<file path="config.mk">
export PLATFORM = sky130hd
export DESIGN_NAME = sha256_stream_hasher_core
export DESIGN_NICKNAME = d
export VERILOG_FILES = /design/src/sv/sha_pkg.sv /design/src/sv/sha_round.sv /design/src/sv/sha256_stream_hasher_core.sv
export VERILOG_INCLUDE_DIRS = /design/src /design/src/sv
export SDC_FILE = /design/constraint.sdc
export NUM_CORES = 2
export LEC_CHECK = 0
export BUFFER_PORTS_ARGS = -buffer_cell sky130_fd_sc_hd__buf_2
export CAP_MARGIN = 20
export CORE_ASPECT_RATIO = 0.6
export CORE_MARGIN = 1.5
export CORE_UTILIZATION = 55
export CTS_BUF_LIST = sky130_fd_sc_hd__clkbuf_4 sky130_fd_sc_hd__clkbuf_8
export CTS_CLUSTER_SIZE = 25
export DETAILED_ROUTE_END_ITERATION = 7
export PLACE_DENSITY_LB_ADDON = 0.12
export SLEW_MARGIN = 0
export SYNTH_ARGS = -nofsm -noshare
export SYNTH_HDL_FRONTEND = slang
export SYNTH_SLANG_ARGS = --single-unit
</file>
<file path="constraint.sdc">
create_clock -name clk -period 18.22 [get_ports clk]
set_clock_uncertainty 0.15 [all_clocks]
set_input_delay 3.644 -clock clk [delete_from_list [all_inputs] [get_ports clk]]
set_output_delay 3.644 -clock clk [all_outputs]
set_load 0.005 [all_outputs]
</file>
<file path="src/sv/sha256_stream_hasher_core_assert.svh">
// Assertion macros for the SHA-256 stream hasher.
`ifndef SHA256_STREAM_HASHER_CORE_ASSERT_SVH
`define SHA256_STREAM_HASHER_CORE_ASSERT_SVH
// Implication checked on every clock edge outside reset.
`define SHA_ASSERT_IMP(label, clk, rst, ante, cons, msg) \
  label: assert property (@(posedge clk) disable iff (rst) (ante) |-> (cons)) else $error(msg);
// Next-cycle implication checked outside reset.
`define SHA_ASSERT_NEXT(label, clk, rst, ante, cons, msg) \
  label: assert property (@(posedge clk) disable iff (rst) (ante) |=> (cons)) else $error(msg);
`endif

</file>
<file path="src/sv/sha_pkg.sv">
// Package with SHA-256 types, constants and round functions.
`timescale 1ns / 1ps
package sha_pkg;
  localparam int BlockBytes = 64;
  localparam int Rounds = 64;

  localparam logic [1:0] FUNC_ABSORB  = 2'd0;
  localparam logic [1:0] FUNC_FINISH  = 2'd1;
  localparam logic [1:0] FUNC_RESTART = 2'd2;

  typedef logic [31:0] word_t;

  typedef enum logic [2:0] {
    ST_IDLE,
    ST_LOAD,
    ST_ROUND,
    ST_ADD,
    ST_EMIT
  } state_t;

  typedef struct packed {
    logic start;
    logic [5:0] round;
  } rnd_ctrl_t;

  localparam word_t INIT_H [8] = '{
    32'h6a09e667, 32'hbb67ae85, 32'h3c6ef372, 32'ha54ff53a,
    32'h510e527f, 32'h9b05688c, 32'h1f83d9ab, 32'h5be0cd19
  };

  localparam word_t ROUND_K [64] = '{
    32'h428a2f98, 32'h71374491, 32'hb5c0fbcf, 32'he9b5dba5,
    32'h3956c25b, 32'h59f111f1, 32'h923f82a4, 32'hab1c5ed5,
    32'hd807aa98, 32'h12835b01, 32'h243185be, 32'h550c7dc3,
    32'h72be5d74, 32'h80deb1fe, 32'h9bdc06a7, 32'hc19bf174,
    32'he49b69c1, 32'hefbe4786, 32'h0fc19dc6, 32'h240ca1cc,
    32'h2de92c6f, 32'h4a7484aa, 32'h5cb0a9dc, 32'h76f988da,
    32'h983e5152, 32'ha831c66d, 32'hb00327c8, 32'hbf597fc7,
    32'hc6e00bf3, 32'hd5a79147, 32'h06ca6351, 32'h14292967,
    32'h27b70a85, 32'h2e1b2138, 32'h4d2c6dfc, 32'h53380d13,
    32'h650a7354, 32'h766a0abb, 32'h81c2c92e, 32'h92722c85,
    32'ha2bfe8a1, 32'ha81a664b, 32'hc24b8b70, 32'hc76c51a3,
    32'hd192e819, 32'hd6990624, 32'hf40e3585, 32'h106aa070,
    32'h19a4c116, 32'h1e376c08, 32'h2748774c, 32'h34b0bcb5,
    32'h391c0cb3, 32'h4ed8aa4a, 32'h5b9cca4f, 32'h682e6ff3,
    32'h748f82ee, 32'h78a5636f, 32'h84c87814, 32'h8cc70208,
    32'h90befffa, 32'ha4506ceb, 32'hbef9a3f7, 32'hc67178f2
  };

  function automatic word_t rotr(input word_t v, input int n);
    rotr = (v >> n) | (v << (32 - n));
  endfunction
endpackage

</file>
<file path="src/sv/sha_round.sv">
// One SHA-256 round unit with its rolling message schedule window.
`timescale 1ns / 1ps
module sha_round (
  input  logic             clk,
  input  sha_pkg::rnd_ctrl_t ctrl,
  input  sha_pkg::word_t   chain [8],
  input  sha_pkg::word_t   block [16],
  output sha_pkg::word_t   vars [8]
);
  sha_pkg::word_t win [16];
  sha_pkg::word_t w_new;
  sha_pkg::word_t w_cur;
  sha_pkg::word_t t1;
  sha_pkg::word_t t2;
  sha_pkg::word_t w15;
  sha_pkg::word_t w2;

  always_comb begin
    w15 = win[1];
    w2 = win[14];
    w_new = win[0] + (sha_pkg::rotr(w15, 7) ^ sha_pkg::rotr(w15, 18) ^ (w15 >> 3))
          + win[9] + (sha_pkg::rotr(w2, 17) ^ sha_pkg::rotr(w2, 19) ^ (w2 >> 10));
    w_cur = (ctrl.round < 6'd16) ? win[0] : w_new;
    t1 = vars[7] + (sha_pkg::rotr(vars[4], 6) ^ sha_pkg::rotr(vars[4], 11)
         ^ sha_pkg::rotr(vars[4], 25)) + ((vars[4] & vars[5]) ^ (~vars[4] & vars[6]))
         + sha_pkg::ROUND_K[ctrl.round] + w_cur;
    t2 = (sha_pkg::rotr(vars[0], 2) ^ sha_pkg::rotr(vars[0], 13) ^ sha_pkg::rotr(vars[0], 22))
         + ((vars[0] & vars[1]) ^ (vars[0] & vars[2]) ^ (vars[1] & vars[2]));
  end

  // The window shifts by one word a round; slot zero is the current word in the first sixteen rounds only.
  always_ff @(posedge clk) begin
    if (ctrl.start) begin
      win <= block;
      vars <= chain;
    end else begin
      for (int i = 0; i < 15; i++) win[i] <= win[i + 1];
      win[15] <= w_cur;
      vars[7] <= vars[6];
      vars[6] <= vars[5];
      vars[5] <= vars[4];
      vars[4] <= vars[3] + t1;
      vars[3] <= vars[2];
      vars[2] <= vars[1];
      vars[1] <= vars[0];
      vars[0] <= t1 + t2;
    end
  end
endmodule

</file>
<file path="src/sv/sha256_stream_hasher_core.sv">
// Top level of the byte-stream SHA-256 hasher.
// Each absorb stores one byte; the 64th byte of a block also starts a compression of that block.
// Finish compresses one or two padded blocks and then emits 8 output words.
// Restart reloads the initial hash values and clears the counts; the block stays ready.
// Throughput is set by the single round unit, one round per cycle; no byte is taken meanwhile.
// Synchronous reset loads the standard initial hash values and clears all counts.
`timescale 1ns / 1ps
`include "sha256_stream_hasher_core_assert.svh"
module sha256_stream_hasher_core (
  input  logic        clk,
  input  logic        rst,
  input  logic        in_valid,
  output logic        in_ready,
  input  logic [1:0]  func,
  input  logic [7:0]  data_byte,
  output logic        out_valid,
  input  logic        out_ready,
  output logic [31:0] digest_word,
  output logic [2:0]  word_index,
  output logic        last_word
);
  sha_pkg::state_t state, state_next;

  // The message buffer is held as sixteen big-endian words, built a byte at a time.
  sha_pkg::word_t buf_w [16];
  sha_pkg::word_t chain [8];
  sha_pkg::word_t saved [8];
  sha_pkg::word_t blk [16];
  sha_pkg::word_t vars [8];
  logic [5:0]  fill;
  logic [60:0] len;
  logic [5:0]  round;
  logic        finishing;   // compressing padded blocks for a finish
  logic        second;      // a second padded block is still to come
  logic        on_second;   // the current padded block is the second one
  logic [2:0]  emit_idx;
  sha_pkg::rnd_ctrl_t ctrl;
  logic        accept;
  logic [63:0] bits;

  assign accept = in_valid && in_ready;
  assign bits = {len, 3'b000};

  // In a finish the pad is bytes below fill, 0x80 at fill, zeros, length at the end.
  always_comb begin
    for (int i = 0; i < 16; i++) begin
      for (int b = 0; b < 4; b++) begin
        logic [5:0] pos;
        pos = 6'(i * 4 + b);
        if (!finishing) begin
          blk[i][31 - b * 8 -: 8] = buf_w[i][31 - b * 8 -: 8];
        end else if (on_second) begin
          blk[i][31 - b * 8 -: 8] = (fill == 6'd0 && pos == 6'd0) ? 8'h80 : 8'h00;
        end else if (pos < fill) begin
          blk[i][31 - b * 8 -: 8] = buf_w[i][31 - b * 8 -: 8];
        end else if (pos == fill) begin
          blk[i][31 - b * 8 -: 8] = 8'h80;
        end else begin
          blk[i][31 - b * 8 -: 8] = 8'h00;
        end
      end
    end
    // The length goes in the last block of the pad.
    if (finishing && (on_second || fill < 6'd56)) begin
      blk[14] = bits[63:32];
      blk[15] = bits[31:0];
    end
  end

  assign ctrl = {(state == sha_pkg::ST_LOAD), round};

  sha_round u_round (
    .clk   (clk),
    .ctrl  (ctrl),
    .chain (chain),
    .block (blk),
    .vars  (vars)
  );

  always_comb begin
    state_next = state;
    case (state)
      sha_pkg::ST_IDLE: begin
        if (accept && func == sha_pkg::FUNC_ABSORB && fill == 6'd63) begin
          state_next = sha_pkg::ST_LOAD;
        end else if (accept && func == sha_pkg::FUNC_FINISH) begin
          state_next = sha_pkg::ST_LOAD;
        end
      end
      sha_pkg::ST_LOAD:  state_next = sha_pkg::ST_ROUND;
      sha_pkg::ST_ROUND: if (round == 6'd63) state_next = sha_pkg::ST_ADD;
      sha_pkg::ST_ADD: begin
        if (!finishing) state_next = sha_pkg::ST_IDLE;
        else if (second) state_next = sha_pkg::ST_LOAD;
        else state_next = sha_pkg::ST_EMIT;
      end
      sha_pkg::ST_EMIT: if (out_ready && emit_idx == 3'd7) state_next = sha_pkg::ST_IDLE;
      default: state_next = sha_pkg::ST_IDLE;
    endcase
  end

  always_comb begin
    in_ready = (state == sha_pkg::ST_IDLE);
    out_valid = (state == sha_pkg::ST_EMIT);
    digest_word = chain[emit_idx];
    word_index = emit_idx;
    last_word = (emit_idx == 3'd7);
  end

  always_ff @(posedge clk) begin
    if (rst) begin
      state <= sha_pkg::ST_IDLE;
      chain <= sha_pkg::INIT_H;
      saved <= sha_pkg::INIT_H;
      fill <= '0;
      len <= '0;
      round <= '0;
      finishing <= 1'b0;
      second <= 1'b0;
      on_second <= 1'b0;
      emit_idx <= '0;
    end else begin
      state <= state_next;
      case (state)
        sha_pkg::ST_IDLE: begin
          if (accept) begin
            if (func == sha_pkg::FUNC_ABSORB) begin
              buf_w[fill[5:2]][31 - 8 * fill[1:0] -: 8] <= data_byte;
              fill <= fill + 6'd1;
              len <= len + 61'd1;
            end else if (func == sha_pkg::FUNC_RESTART) begin
              chain <= sha_pkg::INIT_H;
              fill <= '0;
              len <= '0;
            end else if (func == sha_pkg::FUNC_FINISH) begin
              finishing <= 1'b1;
              second <= (fill >= 6'd56);
              on_second <= 1'b0;
              saved <= chain;
            end
          end
        end
        sha_pkg::ST_LOAD: round <= '0;
        sha_pkg::ST_ROUND: round <= round + 6'd1;
        sha_pkg::ST_ADD: begin
          for (int i = 0; i < 8; i++) chain[i] <= chain[i] + vars[i];
          if (finishing && second) begin
            second <= 1'b0;
            on_second <= 1'b1;
          end
          emit_idx <= '0;
        end
        sha_pkg::ST_EMIT: begin
          if (out_ready) begin
            emit_idx <= emit_idx + 3'd1;
            if (emit_idx == 3'd7) begin
              chain <= saved;
              finishing <= 1'b0;
              on_second <= 1'b0;
            end
          end
        end
        default: ;
      endcase
    end
  end

  // A digest is only shown while a finish is in progress.
  `SHA_ASSERT_IMP(a_emit_finishing, clk, rst, out_valid, finishing, "digest word outside finish")
  // The block never takes a byte while it is emitting.
  `SHA_ASSERT_IMP(a_no_overlap, clk, rst, out_valid, !in_ready, "input ready during emit")
  // Completing the last word returns the block to idle.
  `SHA_ASSERT_NEXT(a_last_idle, clk, rst, out_valid && out_ready && last_word, in_ready,
                   "not idle after last digest word")
endmodule
</file>
==> flow_summary.toml <==
[cts]
ctsRootBufferMaster = "clkbuf_8"
insertion_delay_ns = 0.99
post_cts.resized_instances = 0
cts.sink_count = 1874
postCtsSetupBuffers = 0
tritoncts = "done"
htree_num_levels = 5
cts_made_buffers = 291
cts-root-to-sink-buffers = 4
holdBufCountCts = 0
cts.reportedPaths.clkPinSlew_ns = 0.07

[floorplanning]
placement_rows = 118
chipWidth_um = 542
initial_utilization = 0.554
core_area_um2 = 173000
pin_count = 52
design.die.area_um2 = 177000
floorplan.die.height_um = 326

[worst_setup_path]
max_stage_delay_on_crit_path_ns = 0.77
crit_type = "reg -> reg"
timing.critical_path.required_ns = 18.81
startpoint_type_of_the_worst_setup_path = "flop"
critical_path.most_common_cell = "fa_1"
worst_path_max_fanout = 6
crit_arrival_ns = 11.96
worstSetupEndpointType = "flop"
critPathSlowestCell = "xnor2_1"

[sta]
slew_headroom = 0.0154
clock.fmax_mhz = 88.0
timing.final.hold_violations = 0
period_minus_slack_ns = 11.36
setup_tns_after_final_layout_ns = 0
tightest_slew_ns = 1.48
rsz0062_at_grt = "false"
final_max_slew_viol_count = 0
part_of_the_cycle_the_worst_path_needs = 0.624
setup_viol = 0
postLayoutSetupSlackWorst_ns = 6.86

[synth]
ys_async_rst_share = 0
synth.cell_area_um2 = 95800
synthesis.area_per_instance_um2 = 9.38
synth_edf_count = 512
number_of_different_library_cells_in_the_post_synthesis_netlist = 100
yosysWarnings = 0
syn_nets = 10827
netlist_instances = 10211
ys_seq_elements = 1874
seq_area_frac_synth = 0.445
synth_top_flop_cell = "dfxtp_1"

[global_route]
antenna_found_initial = 29
grt_overflow = 0
via_count_of_the_first_global_routing_pass = 74270
grt_start_max_net_pins = 180
grt_first_pass_wirelength_um = 529000
grt_use_total = 0.408

[detailed_routing]
via_per_inst = 6.55
count_of_unresolved_drc_violations_after_routing = 0
firstDrtPassIters = 7
route.antenna.remaining_nets = 0
drt-wirelength-per-cell_um = 29.4
detailedRoute.firstIterationViolations = 12889
vias = 82682
totalWireLength_um = 371000

[place]
dp_slack_ns = 7.45
hpwlAfterDp_um = 268000
globalplace.congestion = 1.07
port-buffer-count = 51

[finish]
ff_latch_area_um2 = 42700
finish.net_count = 10723
total_area_of_multi_input_combinational_cells_um2 = 49600
postLayoutCoreUtil = 0.604
post_route_cells_drive_above_1_share = 0.0884
n_fill_cell = 14726
synthToLayoutAreaGrowth_pct = 8.92

[run]
cap_viol_max_count = 0

[worst_hold_path]
worst_hold_path_type = "reg -> reg"

[run_status]
outcome = "finished, final reports clean"
[stage by stage]
stage                     hold slack [ns]  area [um^2]  cells
after floorplan                     0.242        95800  10211
after global placement              0.252        97900  12075
after detailed placement            0.260        97900  12079
after CTS                           0.221       104000  12595
after global routing                0.261       104000  12612
final                               0.242       104000  12625
[flip-flops by register name, summed over array words and instances, names as in the netlist]
signal        count
round             6
len              61
word_index        3
u_round.win     448
on_second         1
chain           256
buf_w           512
finishing         1
u_round.w2       32
u_round.vars    256
state             3
u_round.w15      32
fill              6
second            1
saved           256
[synth_stat cells, drive strengths merged, types with 196 or more instances]
master  count  share of area
a21oi     784          0.041
a22o      347          0.032
clkbuf    567          0.022
dfxtp    1362           0.28
edfxtp    512           0.16
fa        196          0.041
ha        406          0.053
inv       339          0.013
nand2    1658          0.065
nor2      774          0.030
o21ai     449          0.024
xnor2     409          0.037
[layout make-up]
type                    count  share of cell area
multi-input cells        7376               0.475
repair buffers            222              0.0161
inverters                 342              0.0124
well taps                2280              0.0274
clock buffers             462              0.0544
clock inverters            54             0.00510
flip-flops and latches   1874               0.409
diodes                     15            0.000360
[routing by layer]
metal / vias up / wire length, um / global-route usage
li1: 36088 / - / -
met1: 40301 / 166000 / 0.637
met2: 5698 / 127000 / 0.468
met3: 575 / 69900 / 0.223
met4: 20 / 7790 / 0.0855
met5: - / 448 / 0.0109
[cell families after synthesis]
logic type / synth area share
fa+ha+maj: 0.0958
compound gates: 0.183
simple gates: 0.156
mux: 0.0265
buf+inv: 0.0379
xor+xnor: 0.0557
flops: 0.445
[cells in the final DEF (no fill, tap or decap), types with 38 or more instances in the layout]
| cell | Yosys | final |
|---|---|---|
| nand2_1 | 1658 | 1656 |
| dfxtp_1 | 1362 | 1354 |
| a21oi_1 | 784 | 781 |
| nor2_1 | 773 | 770 |
| edfxtp_1 | 512 | 512 |
| o21ai_0 | 439 | 438 |
| xnor2_1 | 409 | 409 |
| ha_1 | 406 | 406 |
| clkbuf_8 | 0 | 353 |
| a22o_1 | 347 | 347 |
| inv_1 | 337 | 336 |
| fa_1 | 196 | 196 |
| xor2_1 | 195 | 195 |
| a221oi_1 | 193 | 193 |
| nor3_1 | 192 | 192 |
| a21o_1 | 178 | 177 |
| nand3_1 | 170 | 170 |
| buf_4 | 0 | 151 |
| nand3b_1 | 148 | 148 |
| clkbuf_4 | 0 | 113 |
| and3_1 | 88 | 88 |
| a211oi_1 | 85 | 85 |
| o21a_1 | 76 | 75 |
| nand2b_1 | 74 | 72 |
| a211o_1 | 68 | 68 |
| mux4_2 | 68 | 68 |
| a31oi_1 | 60 | 60 |
| mux2i_1 | 57 | 57 |
| o21bai_1 | 55 | 55 |
| buf_2 | 6 | 51 |
| or3_1 | 50 | 50 |
| nor2b_1 | 48 | 48 |
| and2_1 | 43 | 43 |
| o211ai_1 | 43 | 43 |
| mux2_2 | 39 | 39 |
| nand4_1 | 38 | 38 |
[worst max-delay path, delay by kind of cell (launching register included)]
kind | cells | cell delay (ns)
compound gates | 21 | 4.96
simple gates | 2 | 0.23
buf+inv | 3 | 0.14
xor+xnor | 5 | 1.53
flops | 1 | 0.45
fa+ha+maj | 9 | 3.65
[final timing paths]
check	start	endpoint	slack (ns)	cells past startpoint
max reg2reg	u_round.w2[20]$_DFF_P_	u_round.vars[255]$_DFF_P_	6.86	40
max	u_round.w2[20]$_DFF_P_	u_round.vars[255]$_DFF_P_	6.86	40
min reg2reg	u_round.win[79]$_DFF_P_	u_round.win[111]$_DFF_P_	0.24	2
min	u_round.win[79]$_DFF_P_	u_round.win[111]$_DFF_P_	0.24	2
Power is left out: the tool's default activity adds up to more than one toggle a clock period on the data nets, which glitch-free logic cannot reach.
